**config.mk**
```make
export PLATFORM = sky130hd
export DESIGN_NAME = ffd_cell
export DESIGN_NICKNAME = d
export VERILOG_FILES = /design/src/design/ffd_pkg.sv /design/src/design/ffd_cell.sv
export SDC_FILE = /design/constraint.sdc
export NUM_CORES = 1
export LEC_CHECK = 0
export ABC_AREA = 0
export BUFFER_PORTS_ARGS = -buffer_cell sky130_fd_sc_hd__buf_2
export CAP_MARGIN = 20
export CORE_UTILIZATION = 46
export CTS_CLUSTER_SIZE = 12
export DETAILED_ROUTE_END_ITERATION = 6
export MAX_ROUTING_LAYER = met4
export PLACE_DENSITY = 0.83
export SYNTH_ARGS = -nofsm -noshare
export SYNTH_HDL_FRONTEND = slang
export SYNTH_SLANG_ARGS = --single-unit
```
**constraint.sdc**
```tcl
create_clock -name clk -period 3 [get_ports clk]
set_input_delay 0.6 -clock clk [delete_from_list [all_inputs] [get_ports clk]]
set_output_delay 0.6 -clock clk [all_outputs]
set_load 0.01 [all_outputs]
```
**src/design/ffd_pkg.sv**
```systemverilog
package ffd_pkg;

	localparam int TEMP_W = 16;
	localparam int CNT_OUT_W = 5;
	localparam int RISE_W = 16;
	localparam int PDATA_W = 32;
	localparam int APB_ADDR_W = 4;
	localparam int REG_IDX_W = APB_ADDR_W - 2;

	typedef logic signed [TEMP_W-1:0] temp_t;

	// Register map, one word per register.
	localparam logic [REG_IDX_W-1:0] REG_HIGH_THR = 2'd0;
	localparam logic [REG_IDX_W-1:0] REG_COUNT_NEED = 2'd1;
	localparam logic [REG_IDX_W-1:0] REG_RISE_THR = 2'd2;

	localparam temp_t RST_HIGH_THR = 16'sd58;
	localparam logic [CNT_OUT_W-1:0] RST_COUNT_NEED = 5'd27;
	localparam logic [RISE_W-1:0] RST_RISE_THR = 16'd8;

	typedef struct packed {
		temp_t sample;
	} sample_beat_t;

	typedef struct packed {
		logic alarm;
		logic median_valid;
		temp_t median_value;
		logic fixed_trip;
		logic rise_trip;
		logic [CNT_OUT_W-1:0] high_count;
	} result_beat_t;

	typedef struct packed {
		logic mvalid;
		temp_t median;
		temp_t sample;
	} med_beat_t;

endpackage

```
**src/design/ffd_cell.sv**
```systemverilog
module ffd_cell (
	input logic clk,
	input logic arst_n,
	input logic shift,
	input ffd_pkg::temp_t d,
	input logic d_vld,
	input ffd_pkg::temp_t thr,
	output ffd_pkg::temp_t q,
	output logic q_vld,
	output logic hi
);
	import ffd_pkg::*;

	temp_t val_q;
	logic vld_q;

	always_ff @(posedge clk or negedge arst_n) begin
		if (!arst_n) begin
			vld_q <= 1'b0;
		end else if (shift) begin
			vld_q <= d_vld;
		end
	end

	always_ff @(posedge clk) begin
		if (shift) begin
			val_q <= d;
		end
	end

	assign q = val_q;
	assign q_vld = vld_q;
	assign hi = vld_q && (val_q >= thr);

endmodule

```
==> results.toml <==
[clock_tree]
cts_buffers = 3
clock_sinks = 17
clock_path_buffers = 2
post_cts_buffers = 0
htree_levels = 1
root_buffer = "clkbuf_4"
cts_resized = 0
cts_tree = "done"
clk_latency_ns = 0.30
hold_buffers = 0
clk_pin_slew_ns = 0.10

[routing]
drt-initial-drc-count = 5
drtAntennaViolNets = 0
vias_per_cell = 4.81
remaining_drc_errors = 0
routedWlPerCell_microns = 12.0
routed.top_layer = "met4"
wl_met1_microns = 691
met3_length_microns = 103
vias = 769
routed_wl_mm = 1.92
drtPass1Iterations = 4
wl_met2_mm = 1.08

[logic_synthesis]
async_flop_share = 0.0588
synth_common_cells = "edfxtp_1 (16), ha_1 (16), inv_1 (16)"
syn-num-nets = 130
synth-seq-area-share = 0.537
synth.mux.area_fraction = 0.0226
synth-edff-count = 16
netlist_area_sq_um = 941
yosys_warnings = 0
synth_cell_types = 21
ys_ff_latch = 17
netlist_instances = 78
synth_flop_cell = "edfxtp_1"
syn_area_per_cell_sq_um = 12.1
yosys-top-cells-area = "edfxtp_1 (51%), ha_1 (21%), inv_1 (6.4%)"
synth_compound_area_frac = 0.0572
synth_largest_area_cell = "edfxtp_1"
synth_fa_ha_area_frac = 0.213
yosysTopAreaCellShare = 0.511
synth-simple-area-share = 0.106
synthXorXnorAreaFrac = 0
synth_top_family_by_area = "adder cells"

[sta]
max_freq_mhz = 384
timing.setup.tns_ns = 0
rsz0062_at_grt = "false"
finalCritPeriodShare = 0.867
max_slew_margin = 0.757
finalHoldViolCount = 0
finalCriticalPeriod_ns = 2.60
worst_slew_pin_slew_ns = 0.364
finClkSkew_ns = 0
setup_viol = 0
timing.hold.ws_ns = 0.0513
drv_slew = 0

[critical_path]
worstPathRequired_ns = 2.40
cp-end-kind = "output port"
start_kind = "register"
critPathBufInv = 1
worst-path-max-fanout = 3
r2r-start = "q_vld$_DFFE_PN0P_"
arrival_ns = 2.00
crit_chain = "ha_1 > nand4_2 > nor3_2 > and4_1 > o21ai_1 > mux2i_1 > buf_2"
max_stage_delay_ns = 0.41
r2r-end = "q_vld$_DFFE_PN0P_"
worst-setup-path-type = "register to output port"
rrSetupSlack_ns = 2.18
slowest_stage = "edfxtp_1"
r2r_cells = 1
critPathTopFamily = "simple AND/OR/NAND/NOR gates"

[floorplan]
die_h_microns = 47.2
die-width_microns = 47.2
core_sq_mm = 0.00182
rows = 15
dieArea_sq_mm = 0.00223
initial_core_util = 0.517
io_pins = 54

[final_layout]
final_core_util = 0.695
instances_no_fill = 160
antenna_cells = 0
nFillCells = 150
syn_to_final_growth_pct = 34.4
fin_nets = 188
drive_above_1_share = 0.437

[global_routing]
grt_overflow = 0
grt_max_degree = 18
grt_usage = 0.192
grt_pass1_vias = 705
grt_pass1_wl_mm = 2.67
antenna_found_initial = 0

[place]
gp_congestion = 0.711
dp_hpwl_mm = 1.66
portBuffers = 53
dp_cells = 156

[worst_hold_path]
hold_path_class = "input port to asynchronous set/reset pin"

[pwr]
irDropWorstVdd_v = 0.000305
p_leak_nw = 0.667
cellPowerDensity_mw_per_mm2 = 422

[flow_run]
drv_cap = 0

[run_status]
status = "finished clean"
-- sequential cells by signal, indices dropped and copies added, names as in the netlist --
| signal | count |
|---|---|
| q | 16 |
| q_vld | 1 |
-- kinds of logic (layout without fill, tap and decap cells) --
logic type / after synthesis / count (layout)
simple gates: 18 / 18
flops: 17 / 17
fa+ha+maj: 16 / 16
buf+inv: 16 / 73
compound gates: 9 / 9
mux: 2 / 2
-- worst max-delay path by stage --
stage / startpoint / end / slack (ns) / depth (start not counted)
after floorplan: thr[15] / hi / 0.66 / 7
after global placement: thr[15] / hi / 0.47 / 9
after detailed placement: thr[15] / hi / 0.44 / 9
after CTS: q[15]$_DFFE_PP_ / hi / 0.39 / 7
after global routing: q[15]$_DFFE_PP_ / hi / 0.22 / 7
final: q[15]$_DFFE_PP_ / hi / 0.40 / 7
-- through the flow --
stage	instance area [sq um]	power [mW]	setup slack (ns)
finish	1260	0.534	0.398
global route	1260	0.560	0.224
CTS	1260	0.540	0.390
detailed placement	1240	0.417	0.437
global placement	1240	0.408	0.474
floorplan	941	0.356	0.661
-- cell usage in the layout, fill, tap and decap left out, drive strengths merged --
cell type	count
o21ai	1
clkbuf	3
nand4	2
nand3	1
a21oi	5
mux2i	1
nand3b	1
nor3	3
inv	16
a21o	1
nand2	7
o221ai	1
ha	16
nor2b	1
o211ai	1
nor2	2
mux2	1
clkinv	1
and4	1
buf	53
dfrtp	1
edfxtp	16
-- area by class of cell --
cell class              count  area [sq um]  share of cell area
flip-flops and latches     17           505               0.400
multi-input cells          45           375               0.297
repair buffers             53           265               0.210
inverters                  16          60.1              0.0475
well taps                  25          31.3              0.0247
clock buffers               3          22.5              0.0178
clock inverters             1          5.00             0.00396
-- where the power goes --
group	switching, mW	internal [mW]
Combinational	0.0617	0.0572
Sequential	0.0106	0.281
Clock	0.0736	0.0497
Total	0.146	0.388
-- layer usage --
layer	vias up	GRT usage
met4	0	0.120
li1	390	-
met2	36	0.345
met3	6	0.0346
met5	-	-
met1	337	0.185
(Power assumes the default switching activity.)
