### src/design/ffd_pkg.sv
package ffd_pkg;

	localparam int TEMP_W = 16;
	localparam int CNT_OUT_W = 5;
	localparam int RISE_W = 16;
	localparam int PDATA_W = 32;
	localparam int APB_ADDR_W = 4;
	localparam int REG_IDX_W = APB_ADDR_W - 2;

	typedef logic signed [TEMP_W-1:0] temp_t;

	// Register map, one word per register.
	localparam logic [REG_IDX_W-1:0] REG_HIGH_THR = 2'd0;
	localparam logic [REG_IDX_W-1:0] REG_COUNT_NEED = 2'd1;
	localparam logic [REG_IDX_W-1:0] REG_RISE_THR = 2'd2;

	localparam temp_t RST_HIGH_THR = 16'sd58;
	localparam logic [CNT_OUT_W-1:0] RST_COUNT_NEED = 5'd27;
	localparam logic [RISE_W-1:0] RST_RISE_THR = 16'd8;

	typedef struct packed {
		temp_t sample;
	} sample_beat_t;

	typedef struct packed {
		logic alarm;
		logic median_valid;
		temp_t median_value;
		logic fixed_trip;
		logic rise_trip;
		logic [CNT_OUT_W-1:0] high_count;
	} result_beat_t;

	typedef struct packed {
		logic mvalid;
		temp_t median;
		temp_t sample;
	} med_beat_t;

endpackage

### src/design/ffd_median.sv
module ffd_median #(
	parameter int N = 5
) (
	input logic clk,
	input logic arst_n,
	input logic in_valid,
	output logic in_ready,
	input ffd_pkg::temp_t sample,
	output logic out_valid,
	input logic out_ready,
	output ffd_pkg::med_beat_t out_beat
);
	import ffd_pkg::*;

	localparam int RK_W = $clog2(N);
	localparam logic [RK_W-1:0] MID = RK_W'((N - 1) / 2);

	temp_t win_q [N];
	logic [N-1:0] wvld_q;
	temp_t nxt [N];

	temp_t w_s1 [N];
	logic [N-1:0] lt_s1 [N];
	logic full_s1;
	logic v_s1;

	med_beat_t beat_s2;
	logic v_s2;

	logic adv2;
	logic take;
	logic [N-1:0] lt [N];
	temp_t med;

	assign adv2 = !v_s2 || out_ready;
	assign in_ready = !v_s1 || adv2;
	assign take = in_valid && in_ready;

	always_comb begin
		nxt[0] = sample;
		for (int i = 1; i < N; i++) begin
			nxt[i] = win_q[i-1];
		end
	end

	// Ties are broken by tap position so that the ranks form a permutation.
	always_comb begin
		for (int i = 0; i < N; i++) begin
			for (int j = 0; j < N; j++) begin
				lt[i][j] = (nxt[j] < nxt[i]) || ((nxt[j] == nxt[i]) && (j < i));
			end
		end
	end

	always_comb begin
		med = w_s1[0];
		for (int i = 0; i < N; i++) begin
			if (RK_W'($countones(lt_s1[i])) == MID) begin
				med = w_s1[i];
			end
		end
	end

	always_ff @(posedge clk or negedge arst_n) begin
		if (!arst_n) begin
			wvld_q <= '0;
			v_s1 <= 1'b0;
			v_s2 <= 1'b0;
		end else begin
			if (take) begin
				wvld_q <= {wvld_q[N-2:0], 1'b1};
			end
			if (in_ready) begin
				v_s1 <= in_valid;
			end
			if (adv2) begin
				v_s2 <= v_s1;
			end
		end
	end

	always_ff @(posedge clk) begin
		if (take) begin
			win_q <= nxt;
			w_s1 <= nxt;
			lt_s1 <= lt;
			full_s1 <= wvld_q[N-2];
		end
		if (v_s1 && adv2) begin
			beat_s2.mvalid <= full_s1;
			beat_s2.median <= med;
			beat_s2.sample <= w_s1[0];
		end
	end

	assign out_valid = v_s2;
	assign out_beat = beat_s2;

endmodule
### config.mk
export PLATFORM = sky130hd
export DESIGN_NAME = ffd_median
export DESIGN_NICKNAME = d
export VERILOG_FILES = /design/src/design/ffd_pkg.sv /design/src/design/ffd_median.sv
export SDC_FILE = /design/constraint.sdc
export NUM_CORES = 1
export LEC_CHECK = 0
export ABC_CLOCK_PERIOD_IN_PS = 3400
export BUFFER_PORTS_ARGS = -buffer_cell sky130_fd_sc_hd__buf_4
export CAP_MARGIN = 30
export CELL_PAD_IN_SITES_DETAIL_PLACEMENT = 1
export CELL_PAD_IN_SITES_GLOBAL_PLACEMENT = 1
export CORE_AREA = 3 3 137 139
export CTS_CLUSTER_DIAMETER = 100
export DETAILED_ROUTE_END_ITERATION = 10
export DIE_AREA = 0 0 140 142
export PLACE_DENSITY = 0.78
export SETUP_SLACK_MARGIN = 0.05
export SLEW_MARGIN = 30
export SYNTH_ARGS = -nofsm -noshare
export SYNTH_HDL_FRONTEND = slang
export SYNTH_SLANG_ARGS = --single-unit
### constraint.sdc
create_clock -name clk -period 3.4 [get_ports clk]
set_input_delay 0.34 -clock clk [delete_from_list [all_inputs] [get_ports clk]]
set_output_delay 0.34 -clock clk [all_outputs]
set_load 0.01 [all_outputs]
==> summary.txt, run 1 <==
Run status
  • Outcome: complete, no violations

Critical path
  • CP max stage delay: 390 ps
  • Critical Path Slowest Stage Cell: buf_4
  • CP Max Fanout: 32
  • Worst setup EP type: flop
  • Reg2reg end: out_beat[29]
  • Critical path class: reg2reg
  • CP Launch Type: flop
  • Worst EP arrival: 2850 ps
  • Reg2reg setup slack: 710 ps
  • R2R Path Start: lt_s1[15]
  • Worst R2R Path Depth: 12
  • Critical-path cell list: ha_1 -> inv_1 -> fa_1 -> inv_1 -> ha_1 -> nand3b_1 -> buf_4 -> nor2_1 -> a21oi_1 -> a211oi_1 -> a21oi_1 -> o21ai_1
  • CP required: 3570 ps

Layout
  • Multi-input logic area: 4360 um^2
  • Post-route cell area: 10100 um^2
  • Synthesis-to-finish area growth: 15.3%
  • Nets: 1048
  • Utilization after layout: 0.568
  • Storage cell area: 4050 um^2
  • Fillers: 1878
  • Antenna cells: 0
  • Share of layout cells above drive strength 1: 0.130

Floorplanning
  • Cell Rows: 49
  • Die width: 140 um
  • # IOs: 55
  • Starting Density: 0.493
  • Die area: 19900 um^2
  • Die height: 142 um
  • Core Region: 17800 um^2

Clock tree
  • Clock-pin transition on the worst setup and hold timing paths: 60 ps
  • Clock Path Buffers: 2
  • CTS tree: yes
  • Setup Fix Bufs, Post-CTS: 0
  • Clock sink total: 136
  • Clock insertion delay at the later pin of the skew report: 440 ps
  • Post-cts resize count: 0
  • Hold_buf cts: 1
  • CTS buffer count: 17
  • Root Driver: clkbuf_16
  • H-tree levels: 4

Global route
  • Total GRT Usage: 0.264
  • Number of global-route vias before repair: 7124
  • GRT overflow: 0
  • Largest net degree at the start of global routing: 71
  • Initial antenna violation count: 0
  • Global-route wire length before repair: 39600 um

Synth
  • Top cells by count, synth: ha_1 (169), edfxtp_1 (130), a21oi_1 (92)
  • Syn Area/Cell: 11.2 um^2
  • Main synth FF type: edfxtp_1
  • Count of flip-flops with a built-in enable after synthesis: 130
  • Synth area leader: edfxtp_1
  • Synth warn: 0
  • FF+latch count, synth: 136
  • Synth Instances: 785
  • Async S/R FF share, synth: 0.0441
  • Sequential share of the synthesized area: 0.463
  • Post-Syn Nets: 978
  • Most common cell in the netlist: ha_1
  • Synth top area cells: edfxtp_1 (45%), ha_1 (24%), a21oi_1 (5.3%), inv_1 (3.1%), nor2_1 (2.1%)
  • Mapped cell area: 8760 um^2
  • Post-synth cell types: 46
  • Top-area cell type share of the netlist area: 0.446

Timing
  • Fmax achieved: 372 MHz
  • Final Hold Fails: 0
  • Final Skew: 7.15 ps
  • Sum Neg Setup Slack: 0 ps
  • Final setup fails: 0
  • RSZ-0062 raised after global routing: no
  • Worst Tran Pin Value: 604 ps
  • Period utilisation layout: 0.790
  • Min cycle time layout: 2690 ps
  • Rel. slew slack: 0.598
  • Max-slew violations: 0

Placement
  • Final Wtd Congestion: 0.961
  • IO buf count: 54
  • Cell Area, Placed: 9490 um^2
  • Hpwl dp: 19100 um

Route
  • Final wirelength: 25700 um
  • Routed Antenna Nets: 0
  • Detailed-route via count: 6660
  • Pre-antenna DRT Iters: 5
  • Routed wire length per instance: 23.4 um
  • Drt drc: 0
  • Vias/cell: 6.07
  • Drt first-iter violations: 489

Run
  • Max_cap viols: 0

Hold path
  • Min-delay src: sample[0]
  • Hold Path Depth: 1
  • Hold EP: w_s1[64]
  • Hold Path Class: in2reg

Power
  • Tot Pwr: 5.55 mW
  • PD cells: 549 nW/um^2
  • Max IR drop VDD: 0.371 mV
  • Leak Pwr: 4.48 nW
## sequential cells by signal, summed over array words and instances (netlist names)
signal     cells
nxt           48
out_beat      33
w_s1          32
lt_s1         16
wvld_q         4
full_s1        1
out_valid      1
v_s1           1
## kinds of logic (layout without fill, tap and decap cells)
family | count (synthesis) | count (layout) | share of synthesized area
buffers and inverters | 96 | 179 | 0.0411
AO/OA/AOI/OAI | 202 | 202 | 0.142
adder cells (fa/ha/maj) | 173 | 173 | 0.251
flip-flops | 136 | 136 | 0.463
multiplexers | 4 | 4 | 0.00500
XOR/XNOR | 1 | 1 | 0.00100
AND/OR/NAND/NOR | 173 | 173 | 0.0976
## final cells by class
type	count	share of cell area
multi-input combinational	553	0.431
clock inverter	10	0.00768
sequential	136	0.402
timing repair buffer	63	0.0483
tap	229	0.0284
inverter	84	0.0314
clock buffer	22	0.0513
## stage by stage
step / std cells / setup WS (ps) / hold WS [ps]
final: 1097 / 715 / 92.2
after global routing: 1097 / 484 / 90.2
after CTS: 1097 / 702 / 82.5
after detailed placement: 1064 / 733 / 150
after global placement: 1064 / 797 / 147
after floorplan: 785 / 303 / 44.4
## critical path, delay by kind of cell, from the launching register on
kind,cells,cell delay (ps)
AOI/OAI and AO/OA,4,470
and+or+nand+nor,2,180
buffers and inverters,3,500
adders and majority gates,3,870
DFF,1,370
## worst max path at each step
stage                from           end  slack, ps
2_1_floorplan   out_valid       full_s1        300
3_3_place_gp   sample[15]     lt_s1[10]        800
3_5_place_dp    lt_s1[18]  out_beat[29]        730
4_1_cts         lt_s1[18]  out_beat[29]        700
5_1_grt         lt_s1[18]  out_beat[29]        480
6_report        lt_s1[15]  out_beat[29]        710
## report_power, final
| part | total, mW | internal (mW) | switching (mW) |
|---|---|---|---|
| combinational | 1.47 | 0.571 | 0.895 |
| sequential | 2.21 | 2.09 | 0.119 |
| clock | 1.87 | 1.09 | 0.784 |
| total | 5.55 | 3.75 | 1.80 |
## cell usage in the layout, fill, tap and decap left out, drive strengths merged, types with 4 or more instances in the layout
cell / n
o211ai: 4
a211oi: 21
a211o: 4
buf: 62
o21a: 7
ha: 169
nand2b: 8
o21ai: 33
nand3: 12
nor2: 49
inv: 86
dfrtp: 6
nand2: 43
edfxtp: 130
a21o: 23
nand4: 27
nor3: 7
fa: 4
nor2b: 8
clkinv: 6
a21oi: 92
o21bai: 4
nor4: 4
clkbuf: 22
## per-layer routing
layer,routed length [um],track usage,share of wire
met1,11200,0.350,0.43
met2,12200,0.431,0.47
met3,1540,0.0474,0.060
met4,797,0.109,0.031
met5,0,0,0
Power figures use the tool's default switching activity.
==> run 2, diff against run 1 <==
--- a/config.mk
+++ b/config.mk
@@ -5,16 +5,16 @@
 export SDC_FILE = /design/constraint.sdc
 export NUM_CORES = 1
 export LEC_CHECK = 0
-export ABC_CLOCK_PERIOD_IN_PS = 3400
+export ABC_CLOCK_PERIOD_IN_PS = 2410
 export BUFFER_PORTS_ARGS = -buffer_cell sky130_fd_sc_hd__buf_4
 export CAP_MARGIN = 30
 export CELL_PAD_IN_SITES_DETAIL_PLACEMENT = 1
 export CELL_PAD_IN_SITES_GLOBAL_PLACEMENT = 1
-export CORE_AREA = 3 3 137 139
+export CORE_AREA = 3 3 144 146
 export CTS_CLUSTER_DIAMETER = 100
 export DETAILED_ROUTE_END_ITERATION = 10
-export DIE_AREA = 0 0 140 142
-export PLACE_DENSITY = 0.78
+export DIE_AREA = 0 0 147 149
+export PLACE_DENSITY = 0.74
 export SETUP_SLACK_MARGIN = 0.05
 export SLEW_MARGIN = 30
 export SYNTH_ARGS = -nofsm -noshare
==> constraint.sdc (replaced) <==
create_clock -name clk -period 2.41 [get_ports clk]
set_input_delay 0.241 -clock clk [delete_from_list [all_inputs] [get_ports clk]]
set_output_delay 0.241 -clock clk [all_outputs]
set_load 0.01 [all_outputs]
==> run 2 against run 1 <==
The run now ends with setup timing left. Fmax grew 7.4%. Die area grew 10%. Design area grew 15%. Clock power grew 67%. Sequential power grew 39%. Hold slack lost 75 ps. Combinational power grew 93%. Clock skew grew 1.8 ps. Critical path type unchanged. Critical endpoint is now out_beat[27].
==> summary.txt, run 2 (synthesized netlist as in run 1, its figures left out) <==
Run status
  • Outcome: complete, but fails checks
  • Failing checks: setup timing

Layout
  • Nets: 1149
  • Commonest non-fill, non-tap cell in the layout: ha_1
  • Share of layout cells above drive strength 1: 0.295
  • Antenna cells: 0
  • Most frequent cells in the layout: ha_1 (160), buf_4 (144), edfxtp_1 (130)
  • Post-route cell area: 11600 um^2
  • Synthesis-to-finish area growth: 32.6%
  • Largest register FFs: 48

Hold path
  • Min-delay src: in_valid
  • Hold Path Class: in2reg

Timing
  • Final Hold Fails: 0
  • Fmax achieved: 400 MHz
  • RSZ-0062 raised after global routing: yes
  • Rel. slew slack: 0.619
  • Max-slew violations: 0
  • Final critical-path setup slack: -89.5 ps
  • Final setup fails: 13
  • Hold Slack: 16.9 ps
  • Final Skew: 8.97 ps
  • Min cycle time layout: 2500 ps
  • Period utilisation layout: 1.04
  • Worst Tran Pin Value: 566 ps

Route
  • Final wirelength: 29800 um
  • Vias/cell: 5.85
  • Detailed-route via count: 7215
  • Drt drc: 0
  • Pre-antenna DRT Iters: 7
  • Routed wire length per instance: 24.2 um
  • Drt first-iter violations: 507
  • Routed Antenna Nets: 0

Power
  • PD cells: 777 nW/um^2
  • Tot Pwr: 9.02 mW
  • Max IR drop VDD: 0.567 mV
  • Leak Pwr: 5.12 nW

Floorplanning
  • Core Region: 19500 um^2
  • Die width: 147 um
  • Die area: 21900 um^2
  • # IOs: 55
  • Die height: 149 um
  • Cell Rows: 51
  • Starting Density: 0.448

Placement
  • Final Wtd Congestion: 0.927
  • Place WS: -86.7 ps
  • Hpwl dp: 20500 um
  • IO buf count: 54
  • Cell Area, Placed: 10100 um^2

Global route
  • Number of global-route vias before repair: 7685
  • Total GRT Usage: 0.267
  • Largest net degree at the start of global routing: 60
  • Global-route wire length before repair: 44000 um
  • GRT overflow: 0
  • Initial antenna violation count: 0

Clock tree
  • CTS buffer count: 17
  • Clock sink total: 136
  • H-tree levels: 4
  • Clock Path Buffers: 2
  • Clock insertion delay at the later pin of the skew report: 440 ps
  • Clock-pin transition on the worst setup and hold timing paths: 60 ps
  • CTS tree: yes
  • Root Driver: clkbuf_16

Critical path
  • CP max stage delay: 370 ps
  • Worst setup EP type: flop
  • Critical path class: reg2reg
  • Worst setup path start: lt_s1[18]
  • CP Max Fanout: 8
  • CP Launch Type: flop
  • Critical-path cell list: ha_1 -> inv_2 -> fa_2 -> inv_2 -> ha_4 -> nand3b_1 -> buf_6 -> buf_6 -> buf_16 -> nor2_4 -> a21oi_2 -> a211oi_1 -> a21oi_1 -> o21ai_1
  • Worst EP arrival: 2680 ps
  • R2R Path Start: lt_s1[18]
  • CP required: 2590 ps
  • Critical Path Slowest Stage Cell: edfxtp_1

Run
  • Max_cap viols: 0
[run 2: area by class of cell]
cell class	instances	area [um^2]
fillers	2030	7910
inverters	84	319
flip-flops and latches	136	4050
repair buffers	164	1410
multi-input cells	553	4820
clock buffers	20	437
clock inverters	12	249
well taps	265	332
[run 2: path summary, 6_finish.rpt]
check | to | slack, ps | depth (start not counted)
max in group asynchronous | wvld_q[3] | 2140 | 2
setup / recovery | out_beat[27] | -90 | 14
min in group asynchronous | out_valid | 160 | 2
hold / removal | v_s1 | 20 | 2
hold reg to reg | out_beat[32] | 440 | 0
setup reg to reg | out_beat[27] | -90 | 14
[run 2: through the flow]
step	utilization	setup TNS, ps	instances
6_report	0.595	-631	1234
5_1_grt	0.595	-2600	1234
4_1_cts	0.574	-1060	1215
3_5_place_dp	0.519	-558	1170
3_3_place_gp	0.519	-17.3	1170
2_1_floorplan	-	-15860	785
[run 2: worst max-delay path, delay by kind of cell, from the launching register on]
kind,cells,cell delay (ps)
adders and majority gates,3,810
AOI/OAI and AO/OA,4,400
buffers and inverters,5,530
and+or+nand+nor,2,130
DFF,1,370
[run 2: what timing repair did]
| action | 4_1_cts | 5_1_grt |
|---|---|---|
| hold buffers | 2 | 0 |
| endpoints found under the setup margin | 22 | 29 |
| gates cloned | 3 | 0 |
| gates resized for setup | 61 | 46 |
| endpoints found under the hold margin | 7 | 0 |
| buffers inserted | 8 | 19 |
| pin swaps | 35 | 25 |
[run 2: power breakdown]
part | internal, mW | switching [mW]
clock network | 2.05 | 1.07
logic | 1.23 | 1.60
registers | 2.94 | 0.139
total | 6.22 | 2.81
[run 2: metal layers]
metal / GRT usage / vias up / share of wire
li1: - / 3303 / -
met4: 0.111 / 0 / 0.029
met5: 0 / - / 0
met1: 0.334 / 3647 / 0.42
met2: 0.461 / 211 / 0.50
met3: 0.0444 / 54 / 0.043
==> run 3, diff against run 2 <==
--- a/config.mk
+++ b/config.mk
@@ -6,14 +6,14 @@
 export NUM_CORES = 1
 export LEC_CHECK = 0
 export ABC_CLOCK_PERIOD_IN_PS = 2410
-export BUFFER_PORTS_ARGS = -buffer_cell sky130_fd_sc_hd__buf_4
 export CAP_MARGIN = 30
 export CELL_PAD_IN_SITES_DETAIL_PLACEMENT = 1
 export CELL_PAD_IN_SITES_GLOBAL_PLACEMENT = 1
-export CORE_AREA = 3 3 144 146
+export CORE_AREA = 3 3 141 143
 export CTS_CLUSTER_DIAMETER = 100
 export DETAILED_ROUTE_END_ITERATION = 10
-export DIE_AREA = 0 0 147 149
+export DIE_AREA = 0 0 144 146
+export DONT_BUFFER_PORTS = 1
 export PLACE_DENSITY = 0.74
 export SETUP_SLACK_MARGIN = 0.05
 export SLEW_MARGIN = 30
==> run 3 against run 2 <==
The run still ends with setup timing left. Power decreased by 7.7%. Routed wire length is 4.3% lower. Hold slack improved by 0.98 ps.
==> summary.txt, run 3 (synthesized netlist as in run 1, its figures left out) <==
Run status
  • Outcome: complete, but fails checks
  • Failing checks: setup timing

Timing
  • Rel. slew slack: 0.653
  • Final Hold Fails: 0
  • Final critical-path setup slack: -167 ps
  • Max-slew violations: 0
  • Final setup fails: 16
  • RSZ-0062 raised after global routing: yes
  • Fmax achieved: 388 MHz
  • Final Skew: 8.17 ps
  • Period utilisation layout: 1.07
  • Min cycle time layout: 2580 ps
  • Worst Tran Pin Value: 515 ps

Floorplanning
  • Die area: 21000 um^2
  • # IOs: 55
  • Core Region: 18700 um^2
  • Cell Rows: 50
  • Die width: 144 um
  • Die height: 146 um
  • Starting Density: 0.468

Hold path
  • Hold Path Class: in2reg

Route
  • Drt first-iter violations: 519
  • Drt drc: 0
  • Vias/cell: 5.96
  • Routed Antenna Nets: 0
  • Routed wire length per instance: 24.5 um
  • Detailed-route via count: 6942
  • Final wirelength: 28500 um
  • Pre-antenna DRT Iters: 5

Layout
  • Largest register FFs: 48
  • Antenna cells: 0
  • Share of layout cells above drive strength 1: 0.235
  • Commonest non-fill, non-tap cell in the layout: ha_1
  • Post-route cell area: 11100 um^2
  • Synthesis-to-finish area growth: 27.2%
  • Most frequent cells in the layout: ha_1 (161), edfxtp_1 (130), buf_4 (93)
  • Nets: 1111
  • Fillers: 1934

Global route
  • Global-route wire length before repair: 42700 um
  • Largest net degree at the start of global routing: 36
  • Total GRT Usage: 0.272
  • Number of global-route vias before repair: 7557
  • GRT overflow: 0
  • Initial antenna violation count: 1

Critical path
  • Critical-path cell list: ha_1 -> inv_2 -> fa_2 -> inv_2 -> ha_4 -> nand3b_1 -> buf_6 -> buf_12 -> nor2_2 -> a21oi_4 -> a211oi_2 -> a21oi_1 -> o21ai_1
  • CP Launch Type: flop
  • Worst setup EP type: flop
  • CP Max Fanout: 8
  • WP buf/inv: 4
  • Crit-path leading delay family: adder cells
  • CP required: 2590 ps
  • Reg2reg setup slack: -170 ps
  • Critical Path Slowest Stage Cell: edfxtp_1
  • CP max stage delay: 380 ps
  • Critical path class: reg2reg
  • Most common cell on crit path: inv_2
  • Worst EP arrival: 2760 ps

Clock tree
  • Root Driver: clkbuf_16
  • Clock Path Buffers: 2
  • Clock insertion delay at the later pin of the skew report: 440 ps
  • Clock-pin transition on the worst setup and hold timing paths: 60 ps
  • CTS tree: yes
  • H-tree levels: 4
  • Clock sink total: 136
  • CTS buffer count: 17

Run
  • Max_cap viols: 0

Placement
  • Hpwl dp: 19900 um
  • Final Wtd Congestion: 0.918
  • Cell Area, Placed: 9720 um^2
  • IO buf count: 0

Power
  • PD cells: 748 nW/um^2
  • Tot Pwr: 8.33 mW
  • Leak Pwr: 4.87 nW
  • Max IR drop VDD: 0.538 mV
run 3: layout make-up:
| class | count | area [um^2] | share of cell area |
|---|---|---|---|
| clock inverters | 14 | 156 | 0.0140 |
| well taps | 234 | 293 | 0.0263 |
| inverters | 84 | 319 | 0.0286 |
| multi-input cells | 553 | 4710 | 0.423 |
| clock buffers | 18 | 429 | 0.0385 |
| repair buffers | 126 | 1170 | 0.105 |
| flip-flops and latches | 136 | 4050 | 0.364 |
run 3: per-stage QoR:
step	setup TNS [ps]	worst slack, ps	std cells	hold slack, ps	utilization
after floorplan	-15860	-163	785	-54.6	-
after CTS	-689	-83.8	1143	7.92	0.573
after global routing	-3250	-265	1165	10.4	0.596
after global placement	-129	-129	1084	-54.4	0.520
final	-1650	-167	1165	17.9	0.596
after detailed placement	-344	-124	1084	-54.5	0.520
run 3: final timing paths:
path	depth (start not counted)	startpoint	end
worst max-delay path	13	lt_s1[15]	out_beat[17]
worst min-delay path	2	in_valid	wvld_q[0]
worst max register to register	13	lt_s1[15]	out_beat[17]
worst min register to register	0	full_s1	out_beat[32]
max in group asynchronous	1	arst_n	wvld_q[0]
min in group asynchronous	1	arst_n	wvld_q[1]
run 3: power by group:
| part | switching [mW] | total, mW | internal (mW) |
|---|---|---|---|
| sequential | 0.207 | 3.16 | 2.95 |
| clock | 1.05 | 2.66 | 1.61 |
| combinational | 1.42 | 2.51 | 1.08 |
| total | 2.68 | 8.33 | 5.65 |
run 3: timing repair:
item,CTS,global route
hold buffers,18,0
gates resized for setup,27,53
setup endpoints to repair,19,29
endpoints found under the hold margin,23,0
pin swaps,14,26
cloned,3,0
buffers inserted,6,23
run 3: layer usage:
| metal | up-vias | track usage | wire length, um |
|---|---|---|---|
| li1 | 3214 | - | - |
| met1 | 3453 | 0.354 | 11800 |
| met2 | 224 | 0.447 | 14100 |
| met3 | 51 | 0.0555 | 1840 |
| met4 | 0 | 0.0984 | 759 |
| met5 | - | 0 | 0 |
